### config.mk
export PLATFORM = sky130hd
export DESIGN_NAME = rtc_time_encode_validate_flat
export DESIGN_NICKNAME = d
export VERILOG_FILES = /design/src/hw/rtl/rtcte_pkg.sv /design/src/hw/rtl/rtcte_if.sv /design/src/hw/rtl/rtc_time_encode_validate.sv /design/src/hw/rtl/rtcte_cfg_regs.sv /design/src/hw/rtl/rtcte_encode.sv /design/src/flat_wrapper.sv
export SDC_FILE = /design/constraint.sdc
export NUM_CORES = 1
export LEC_CHECK = 0
export BUFFER_PORTS_ARGS = -buffer_cell sky130_fd_sc_hd__buf_2
export CAP_MARGIN = 20
export CORE_MARGIN = 1
export CORE_UTILIZATION = 59
export DETAILED_ROUTE_END_ITERATION = 10
export PLACE_DENSITY = 0.91
export SETUP_SLACK_MARGIN = 0.05
export SYNTH_ARGS = -nofsm -noshare
export SYNTH_HDL_FRONTEND = slang
export SYNTH_SLANG_ARGS = --single-unit
### constraint.sdc
create_clock -name clk -period 7.2 [get_ports clk]
set_input_delay 1.08 -clock clk [delete_from_list [all_inputs] [get_ports clk]]
set_output_delay 1.08 -clock clk [all_outputs]
set_load 0.05 [all_outputs]
### src/hw/rtl/rtcte_pkg.sv
`timescale 1ns / 1ps
`default_nettype none

package rtcte_pkg;

  localparam int unsigned CFG_INDEX_WIDTH = 4;
  localparam int unsigned CFG_DATA_WIDTH = 8;

  localparam logic [11:0] YEAR_MIN = 12'd1980;
  localparam logic [11:0] YEAR_MAX = 12'd2099;
  localparam logic [11:0] YEAR_2000 = 12'd2000;
  localparam logic [11:0] YEAR_1900 = 12'd1900;
  localparam logic [6:0] CENTURY_19 = 7'd19;
  localparam logic [6:0] CENTURY_20 = 7'd20;
  localparam logic [7:0] CENTURY_19_BIN = 8'd19;
  localparam logic [7:0] CENTURY_20_BIN = 8'd20;
  localparam logic [7:0] CENTURY_19_BCD = 8'h19;
  localparam logic [7:0] CENTURY_20_BCD = 8'h20;
  localparam logic [4:0] HOUR_LIMIT = 5'd23;
  localparam logic [5:0] MINSEC_LIMIT = 6'd59;
  localparam logic [4:0] HOUR_NOON = 5'd12;
  localparam logic [3:0] HOUR_TWELVE = 4'd12;
  localparam logic [3:0] MONTH_MAX = 4'd12;
  localparam logic [7:0] PM_BIT = 8'h80;
  localparam logic [4:0] FEB_LEAP_LEN = 5'd29;
  localparam logic [3:0] MONTH_FEB = 4'd2;

  localparam logic [4:0] MONTH_LEN [0:11] = '{
    5'd31, 5'd28, 5'd31, 5'd30, 5'd31, 5'd30,
    5'd31, 5'd31, 5'd30, 5'd31, 5'd30, 5'd31
  };

  typedef enum logic [CFG_INDEX_WIDTH-1:0] {
    CFG_BINARY_MODE = 4'd0,
    CFG_HOUR24_MODE = 4'd1
  } rtcte_cfg_index_t;

  typedef struct packed {
    logic binary_mode;
    logic hour24_mode;
  } rtcte_cfg_t;

  typedef struct packed {
    logic [11:0] year;
    logic [3:0]  month;
    logic [4:0]  day;
    logic [4:0]  hour;
    logic [5:0]  minute;
    logic [5:0]  second;
    logic [7:0]  old_century;
  } rtcte_in_t;

  typedef struct packed {
    logic       status;
    logic [7:0] seconds_byte;
    logic [7:0] minutes_byte;
    logic [7:0] hours_byte;
    logic [7:0] day_byte;
    logic [7:0] month_byte;
    logic [7:0] year_byte;
    logic [7:0] century_byte;
    logic       century_write;
  } rtcte_out_t;

  // Tens digit by multiplication with 103/1024, exact for values below 100.
  function automatic logic [7:0] to_bcd(input logic [6:0] v);
    logic [13:0] prod;
    logic [3:0]  tens;
    logic [6:0]  ones;
    prod = 14'(v) * 14'd103;
    tens = prod[13:10];
    ones = v - (7'(tens) * 7'd10);
    return {tens, ones[3:0]};
  endfunction

  function automatic logic [7:0] encode_value(input logic [6:0] v, input logic binary);
    return binary ? {1'b0, v} : to_bcd(v);
  endfunction

endpackage

`default_nettype wire

### src/hw/rtl/rtcte_if.sv
`timescale 1ns / 1ps
`default_nettype none

interface rtcte_in_if;
  import rtcte_pkg::*;
  logic      valid;
  logic      ready;
  rtcte_in_t data;
  modport source (output valid, output data, input ready);
  modport sink (input valid, input data, output ready);
endinterface

interface rtcte_out_if;
  import rtcte_pkg::*;
  logic       valid;
  logic       ready;
  rtcte_out_t data;
  modport source (output valid, output data, input ready);
  modport sink (input valid, input data, output ready);
endinterface

interface rtcte_cfg_if;
  import rtcte_pkg::*;
  logic                      valid;
  logic                      ready;
  logic [CFG_INDEX_WIDTH-1:0] index;
  logic [CFG_DATA_WIDTH-1:0]  data;
  modport source (output valid, output index, output data, input ready);
  modport sink (input valid, input index, input data, output ready);
endinterface

`default_nettype wire

### src/hw/rtl/rtc_time_encode_validate.sv
`timescale 1ns / 1ps
`default_nettype none

// Checks a calendar time (years 1980 to 2099, Gregorian month lengths, 24-hour
// clock) and encodes it into the seven time and century register bytes of an
// MC146818-style RTC, in BCD or binary and in 24-hour or 12-hour form with a PM
// bit, as chosen by the two mode registers. A rejected time gives a word with
// status set and all other fields zero. Each word is taken into the input
// register, and its result is then loaded into the result register, which
// offers it downstream; one word can be taken in every cycle while the result
// side is not stalled, and the result register holds a stalled result while
// the input register keeps the next word.
module rtc_time_encode_validate (
  input  wire         clk,
  input  wire         rst,
  rtcte_in_if.sink    request,
  rtcte_out_if.source result,
  rtcte_cfg_if.sink   cfg
);
  import rtcte_pkg::*;

  rtcte_cfg_t mode;
  logic       stage_valid;
  rtcte_in_t  stage_word;
  rtcte_out_t encoded;
  logic       result_valid;
  rtcte_out_t result_word;
  logic       result_free;

  rtcte_cfg_regs u_cfg_regs (
    .clk  (clk),
    .rst  (rst),
    .cfg  (cfg),
    .mode (mode)
  );

  rtcte_encode u_encode (
    .word_in  (stage_word),
    .mode     (mode),
    .word_out (encoded)
  );

  assign result_free = !result_valid || result.ready;
  assign request.ready = !stage_valid || result_free;
  assign result.valid = result_valid;
  assign result.data = result_word;

  always_ff @(posedge clk) begin
    if (rst) begin
      stage_valid <= 1'b0;
      result_valid <= 1'b0;
    end else begin
      if (request.ready) begin
        stage_valid <= request.valid;
      end
      if (result_free) begin
        result_valid <= stage_valid;
      end
    end
  end

  always_ff @(posedge clk) begin
    if (request.valid && request.ready) begin
      stage_word <= request.data;
    end
    if (stage_valid && result_free) begin
      result_word <= encoded;
    end
  end

`ifndef ASSERT_OFF
  a_reject_zero: assert property (@(posedge clk) disable iff (rst)
    result_valid && result_word.status |->
      result_word.seconds_byte == 8'h00 && result_word.minutes_byte == 8'h00
      && result_word.hours_byte == 8'h00 && result_word.day_byte == 8'h00
      && result_word.month_byte == 8'h00 && result_word.year_byte == 8'h00
      && result_word.century_byte == 8'h00 && !result_word.century_write)
    else $error("rejected word carries nonzero fields");

  a_century_range: assert property (@(posedge clk) disable iff (rst)
    result_valid && !result_word.status |->
      result_word.century_byte == CENTURY_19_BIN || result_word.century_byte == CENTURY_20_BIN
      || result_word.century_byte == CENTURY_19_BCD
      || result_word.century_byte == CENTURY_20_BCD)
    else $error("accepted word has a century other than 19 or 20");

  a_date_nonzero: assert property (@(posedge clk) disable iff (rst)
    result_valid && !result_word.status |->
      result_word.month_byte != 8'h00 && result_word.day_byte != 8'h00)
    else $error("accepted word has a zero day or month");

  a_stage_fill: assert property (@(posedge clk) disable iff (rst)
    request.valid && request.ready |=> stage_valid)
    else $error("taken word did not reach the input register");

  a_result_fill: assert property (@(posedge clk) disable iff (rst)
    stage_valid && !result_valid |=> result_valid)
    else $error("input register did not move into an empty result register");
`endif

endmodule

`default_nettype wire

### src/hw/rtl/rtcte_cfg_regs.sv
`timescale 1ns / 1ps
`default_nettype none

module rtcte_cfg_regs (
  input  wire               clk,
  input  wire               rst,
  rtcte_cfg_if.sink         cfg,
  output rtcte_pkg::rtcte_cfg_t mode
);
  import rtcte_pkg::*;

  assign cfg.ready = 1'b1;

  always_ff @(posedge clk) begin
    if (rst) begin
      mode.binary_mode <= 1'b0;
      mode.hour24_mode <= 1'b1;
    end else if (cfg.valid && cfg.ready) begin
      case (cfg.index)
        CFG_BINARY_MODE: mode.binary_mode <= cfg.data[0];
        CFG_HOUR24_MODE: mode.hour24_mode <= cfg.data[0];
        default: ;
      endcase
    end
  end

endmodule

`default_nettype wire

### src/hw/rtl/rtcte_encode.sv
`timescale 1ns / 1ps
`default_nettype none

module rtcte_encode (
  input  rtcte_pkg::rtcte_in_t  word_in,
  input  rtcte_pkg::rtcte_cfg_t mode,
  output rtcte_pkg::rtcte_out_t word_out
);
  import rtcte_pkg::*;

  logic       year_ok;
  logic       month_ok;
  logic       day_ok;
  logic       time_ok;
  logic       leap;
  logic       late_century;
  logic [4:0] month_days;
  logic [6:0] year_low;
  logic [6:0] century;
  logic       pm;
  logic [3:0] hour12;
  logic [7:0] hours_enc;
  logic       century_match;

  always_comb begin
    year_ok = (word_in.year >= YEAR_MIN) && (word_in.year <= YEAR_MAX);
    month_ok = (word_in.month != 4'd0) && (word_in.month <= MONTH_MAX);
    // Inside the accepted year range, 2000 is the only century year and it is leap.
    leap = (word_in.year[1:0] == 2'b00);
    if (!month_ok) begin
      month_days = 5'd0;
    end else if (word_in.month == MONTH_FEB && leap) begin
      month_days = FEB_LEAP_LEN;
    end else begin
      month_days = MONTH_LEN[word_in.month - 4'd1];
    end
    day_ok = (word_in.day != 5'd0) && (word_in.day <= month_days);
    time_ok = (word_in.hour <= HOUR_LIMIT) && (word_in.minute <= MINSEC_LIMIT)
              && (word_in.second <= MINSEC_LIMIT);

    late_century = (word_in.year >= YEAR_2000);
    year_low = late_century ? 7'(word_in.year - YEAR_2000) : 7'(word_in.year - YEAR_1900);
    century = late_century ? CENTURY_20 : CENTURY_19;

    pm = (word_in.hour >= HOUR_NOON);
    hour12 = pm ? 4'(word_in.hour - HOUR_NOON) : word_in.hour[3:0];
    if (hour12 == 4'd0) begin
      hour12 = HOUR_TWELVE;
    end
    if (mode.hour24_mode) begin
      hours_enc = encode_value({2'b00, word_in.hour}, mode.binary_mode);
    end else begin
      hours_enc = encode_value({3'b000, hour12}, mode.binary_mode) | (pm ? PM_BIT : 8'h00);
    end

    if (mode.binary_mode) begin
      century_match = (word_in.old_century == CENTURY_19_BIN)
                      || (word_in.old_century == CENTURY_20_BIN);
    end else begin
      century_match = (word_in.old_century == CENTURY_19_BCD)
                      || (word_in.old_century == CENTURY_20_BCD);
    end

    if (year_ok && month_ok && day_ok && time_ok) begin
      word_out.status = 1'b0;
      word_out.seconds_byte = encode_value({1'b0, word_in.second}, mode.binary_mode);
      word_out.minutes_byte = encode_value({1'b0, word_in.minute}, mode.binary_mode);
      word_out.hours_byte = hours_enc;
      word_out.day_byte = encode_value({2'b00, word_in.day}, mode.binary_mode);
      word_out.month_byte = encode_value({3'b000, word_in.month}, mode.binary_mode);
      word_out.year_byte = encode_value(year_low, mode.binary_mode);
      word_out.century_byte = encode_value(century, mode.binary_mode);
      word_out.century_write = century_match;
    end else begin
      word_out = '0;
      word_out.status = 1'b1;
    end
  end

endmodule

`default_nettype wire

### src/flat_wrapper.sv
// flat-port wrapper written by rule: the top's interface ports become plain ports
module rtc_time_encode_validate_flat import rtcte_pkg::*;
  (clk, rst, request_valid, request_data, request_ready, result_valid, result_data, result_ready, cfg_valid, cfg_index, cfg_data, cfg_ready);
  rtcte_in_if request_i ();
  rtcte_out_if result_i ();
  rtcte_cfg_if cfg_i ();
  input  wire clk;
  input  wire rst;
  input wire logic [$bits(request_i.valid)-1:0] request_valid;
  input wire logic [$bits(request_i.data)-1:0] request_data;
  output wire logic [$bits(request_i.ready)-1:0] request_ready;
  output wire logic [$bits(result_i.valid)-1:0] result_valid;
  output wire logic [$bits(result_i.data)-1:0] result_data;
  input wire logic [$bits(result_i.ready)-1:0] result_ready;
  input wire logic [$bits(cfg_i.valid)-1:0] cfg_valid;
  input wire logic [$bits(cfg_i.index)-1:0] cfg_index;
  input wire logic [$bits(cfg_i.data)-1:0] cfg_data;
  output wire logic [$bits(cfg_i.ready)-1:0] cfg_ready;
  assign request_i.valid = request_valid;
  assign request_i.data = request_data;
  assign request_ready = request_i.ready;
  assign result_valid = result_i.valid;
  assign result_data = result_i.data;
  assign result_i.ready = result_ready;
  assign cfg_i.valid = cfg_valid;
  assign cfg_i.index = cfg_index;
  assign cfg_i.data = cfg_data;
  assign cfg_ready = cfg_i.ready;
  rtc_time_encode_validate u_core (.clk(clk), .rst(rst), .request(request_i), .result(result_i), .cfg(cfg_i));
endmodule
; Yosys cells after proc, flatten, opt, wreduce, memory -nomap -nowiden
; Memories as Yosys holds them, arrays and structs flattened.
; Cells that the tools add are included.
[totals]
regBits = 108
rom_bits = 80
inputBits = 63
output_inout_bits = 61
word_cells = 119
mem_count = 1
[classes]
addsub = 12
multipliers = 16
magnitude_cmp = 10
eq_ne = 6
mux = 20
n_bitwise = 3
n_reduce_logical = 25
[memory_table]
columns = name, depth, word_bits, rd, rd_ports_with_merged_regs, wr, line
row1 = (name not given), 16, 5, 1, 0, 0, rtcte_encode.sv:35  ; month_days = MONTH_LEN[word_in.month - 4'd1];
[ops]
columns = operator, count
row1 = two-way mux 58 bit, 1
row2 = "multiplier 5 x 7 -> 12 bit, second input constant", 3
row3 = two-way mux 5 bit, 6
row4 = subtractor 4 bit, 7
row5 = "multiplier 6 x 7 -> 13 bit, second input constant", 2
row6 = "equality test 8 x 5 -> 1 bit, second input constant", 3
row7 = "greater-or-equal comparator 12 x 11 -> 1 bit, second input constant", 2
row8 = two-way mux 8 bit, 3
row9 = "multiplier 4 x 7 -> 11 bit, second input constant", 2
row10 = two-way mux 7 bit, 3
row11 = two-way mux 6 bit, 3
row12 = "multiplier 7 x 7 -> 14 bit, second input constant", 1
row13 = "subtractor 7 bit, second input constant", 2
row14 = "<= comparator 12 bit, second input constant", 1
row15 = "<= comparator 6 bit, second input constant", 2
row16 = logical AND 1 bit, 11
row17 = "multiplier 2 x 3 -> 3 bit, second input constant", 3
row18 = "equality test 8 x 6 -> 1 bit, second input constant", 1
row19 = zero test 4 bit, 2
row20 = two-way mux 4 bit, 2
row21 = OR 5 x 8 -> 8 bit, 1
row22 = "multiplier 1 x 3 -> 3 bit, second input constant", 2
row23 = "multiplier 3 x 3 -> 3 bit, second input constant", 2
row24 = "greater-or-equal comparator 5 x 4 -> 1 bit, second input constant", 1
row25 = 21 further kinds, 26

; Longest topological paths before layout
[logic_depth]
ltp_word = 13
ltp_mapped = 25
ltp_nobuf = 24

; By module
; Synthesis repeated with hierarchy kept, for this count alone.
[unflattened]
cells_unflattened = 809
area_unflattened_um2 = 9105.0
[by_module_without_submodules]
columns = module, n_inst, cells_each, area_per_inst_um2, seq_area_each_um2
row1 = rtcte_encode, 1, 684, 5761.8, 0.0
row2 = rtc_time_encode_validate, 1, 114, 3226.8, 3163.0
row3 = rtcte_cfg_regs, 1, 11, 116.4, 40.0

; Worst setup path after synthesis
; No wires, ideal clock.
[synth_path]
path_kind = reg2reg
from = reg u_core.stage_word[35] (netlist name)
to = reg u_core.result_word, in the netlist u_core.result.data[12], data pin
setup_time_ns = 0.259
arrival_ns = 5.448
t_required_ns = 6.941
path_slack_ns = 1.493
path_stages_with_launch = 25
n_path_buf = 1
synth_period_minus_slack_ns = 5.707
cell_sequence = edfxtp_1 > inv_1 > ha_1 > nand3_1 > a31oi_1 > buf_2 > mux2_2 > ha_1 > inv_1 > fa_1 > inv_1 > fa_1 > ha_1 > ha_1 > nand3_1 > a211o_1 > and2_1 > xnor2_1 > ha_1 > inv_1 > fa_1 > xnor3_1 > xnor2_1 > nand3_1 > nor3b_2
[synth_between]
elab_chain_len = 8
word_cells_on_any_way = 20
classes_between = add/sub (3) / mul (2) / order compare (4) / mux (4) / reduce/logical (7)
[synth_lines]
columns = item, line
row1 = from (decl), rtc_time_encode_validate.sv:24  ; rtcte_in_t stage_word;
row2 = from (signal assigned), rtc_time_encode_validate.sv:64  ; stage_word <= request.data;
row3 = "parallel branches: the longest is 8 deep, another holds multiplier 7 x 7 -> 14 bit", -
row4 = to (signal assigned), rtc_time_encode_validate.sv:67  ; result_word <= encoded;
row5 = to (decl), rtc_time_encode_validate.sv:27  ; rtcte_out_t result_word;
; Several ways; the timed one is not identified.
; A chain may end at the register's enable or synchronous reset.

; Worst setup path in the final report
; Ends and elaborated chain as after synthesis.

==> run summary <==
outcome: complete, no violations
critical path class: flip-flop to flip-flop
DR vias: 6189
HP Class: flip-flop to flip-flop
required time worst endpoint: 7.30 ns
Setup TNS: 0 ns
hold_sp: u_core.stage_valid$_SDFFE_PP0N_
period utilization: 0.917
reg-to-reg startpoint: u_core.stage_word[35]$_DFFE_PP_
Avg Vias per Cell: 5.69
Worst setup SP type: flip-flop
H-tree depth: 3
Max-Cap Viols: 0
nets: 1187
Netlist cell types: 69
main flop type after synthesis: edfxtp_1
die area: 15400 sq um
Initial Utilization: 0.605
Synth top cells by count: 187 x ha_1, 109 x inv_1, 94 x edfxtp_1
Hold Violations, Final: 0
Max Fclk: 152 MHz
FF-to-FF path depth: 25
CTS tree: built
asr flop ratio synth: 0
register area share after synthesis: 0.330
reg2reg setup slack: 0.60 ns
vias in the first global route: 6194
post-route setup slack: 0.600 ns
worst hold path cell count: 2
CP max FO: 9
Overall Global Routing Usage: 0.250
clock sinks: 98
Resize count post-CTS: 0
DRT antenna net count: 0
crit end category: flip-flop
Synth area leaders: edfxtp_1 32%, ha_1 27%, fa_1 8.7%
critical path arrival: 6.70 ns
clk_lat worst skew: 0.36 ns
actual slew at the worst max-slew pin: 0.953 ns
most frequent cell after synthesis: ha_1
Die Wd: 124 um
Yosys top cell by area: edfxtp_1
Post-synth EDFFs: 94
leakage: 4.73 nW
RSZ-0062 raised after global routing: false
Max Clock Skew: 0.00784 ns
synthesized area per cell: 11.1 sq um
grt ovf: 0
area grow syn2layout: 11.5%
Placement Setup Slack: 0.663 ns
DRC: 0
largest net degree at the start of global routing: 49
first-pass GRT wire length: 29100 um
DRT iter0 DRCs: 477
Yosys top cell area share: 0.321
DP HPWL: 14000 um
CTS Root Cell: clkbuf_16
FP Rows: 44
Critical Path Source: u_core.stage_word[35]$_DFFE_PP_
DR pass1 iterations: 5
VDD IR max: 0.173 mV
share of layout cells above drive strength 1: 0.176
Ports: 124
post-synthesis instance total: 792
CTS hold repair buffers: 0
Ys Warns: 0
Post-Place Cells: 1071
slew margin rel.: 0.364
Port-buffer cells: 105
Mapped Area: 8790 sq um
Max Root-Sink Buffers: 2
Setup Fix Bufs, Post-CTS: 0
Synth Register Bits: 98
Die Span Y: 124 um
fin cells: 1088
ant diodes: 0
DR WL/cell: 16.4 um
Reg clk slew, reported paths: 0.07 ns
Num CTS Buffers: 9
Post-Route WL: 17800 um
Pwr Density: 231 nW/um^2
core area: 14500 sq um
Setup crit end: u_core.result.data[12]$_SDFFCE_PN0P_
Tmin final: 6.60 ns
initial antenna violation count: 0
# setup viols final: 0
Slew Viols, Final: 0
RD Place Congestion: 0.854
Crit Reg-Reg Endpoint: u_core.result.data[12]$_SDFFCE_PN0P_
[state kept, by name, indices dropped and copies added, names as in the netlist]
signal,count
u_core.result.valid,1
u_core.result.data,48
u_core.u_cfg_regs.mode,2
u_core.stage_valid,1
u_core.stage_word,46
[metrics by stage]
step                      utilization  power, mW  hold slack (ns)  cell area, sq um
after floorplan                     -       1.54            0.478              8820
after global placement          0.652       1.69            0.510              9480
after detailed placement        0.652       1.76            0.516              9480
after CTS                       0.673       2.26            0.526              9780
after global routing            0.674       2.44            0.565              9800
final                           0.674       2.26            0.532              9800
[layout make-up]
cell class	instances	area [sq um]
Clock buffer	9	225
Clock inverter	7	75.1
Fill cell	1065	4740
Inverter	110	413
Multi-Input combinational cell	570	5380
Sequential cell	98	2900
Tap cell	184	230
Timing Repair Buffer	110	576
[how the worst min path moves through the flow]
stage	endpoint	slack, ns
2_1_floorplan	u_core.result.valid$_SDFFE_PP0P_	0.48
5_1_grt	u_core.result.valid$_SDFFE_PP0P_	0.57
3_5_place_dp	u_core.result.valid$_SDFFE_PP0P_	0.52
6_report	u_core.result.valid$_SDFFE_PP0P_	0.53
4_1_cts	u_core.result.valid$_SDFFE_PP0P_	0.53
3_3_place_gp	u_core.result.valid$_SDFFE_PP0P_	0.51
[layer usage]
layer / track usage / vias up / wire, um
li1: - / 2991 / -
met1: 0.310 / 2970 / 7640
met4: 0.111 / 0 / 501
met2: 0.430 / 188 / 8960
met5: 0 / - / 0
met3: 0.0403 / 40 / 748
[cell families after synthesis]
kind of cell / synth area share
flops: 0.330
compound gates: 0.0938
other cells: 0.000854
xor+xnor: 0.0399
fa+ha+maj: 0.353
simple gates: 0.102
buf+inv: 0.0638
mux: 0.0169
[power breakdown]
part           total, mW  internal [mW]  switching [mW]
sequential         0.683          0.654          0.0291
clock              0.494          0.272           0.222
combinational       1.08          0.489           0.594
total               2.26           1.41           0.846
[critical path: stages (launching register included)]
cell and delay (ns):
edfxtp_1 0.46, inv_1 0.12, ha_1 0.27, nand3_1 0.10, a31oi_1 0.27, buf_4 0.23, nor2b_1 0.07, xnor2_1 0.55
xnor2_1 0.23, ha_1 0.33, inv_1 0.05, fa_1 0.49, fa_1 0.53, inv_1 0.05, ha_1 0.30, a21oi_1 0.17
o221a_2 0.25, and2_1 0.21, xnor2_1 0.16, ha_1 0.17, inv_1 0.04, fa_1 0.39, xnor3_1 0.38, xnor2_1 0.21
nand3_1 0.10, nor3b_2 0.20
[cell usage in the layout, fill, tap and decap left out, types with 5 or more instances in the layout]
master     count
ha_1         187
inv_1        109
buf_2        105
edfxtp_1      94
nor2_1        62
a21oi_1       42
fa_1          38
nand2_1       24
nand3_1       17
xnor2_1       17
o21ai_0       17
nand4_1       12
conb_1        11
a31oi_1       10
nor2b_1        9
xor2_1         9
clkbuf_16      9
nor3_1         7
mux2i_1        7
a21o_1         6
or2_2          6
a211o_1        6
mux2_2         5
and2_1         5
Note: power is estimated with default switching activity, not from simulation.
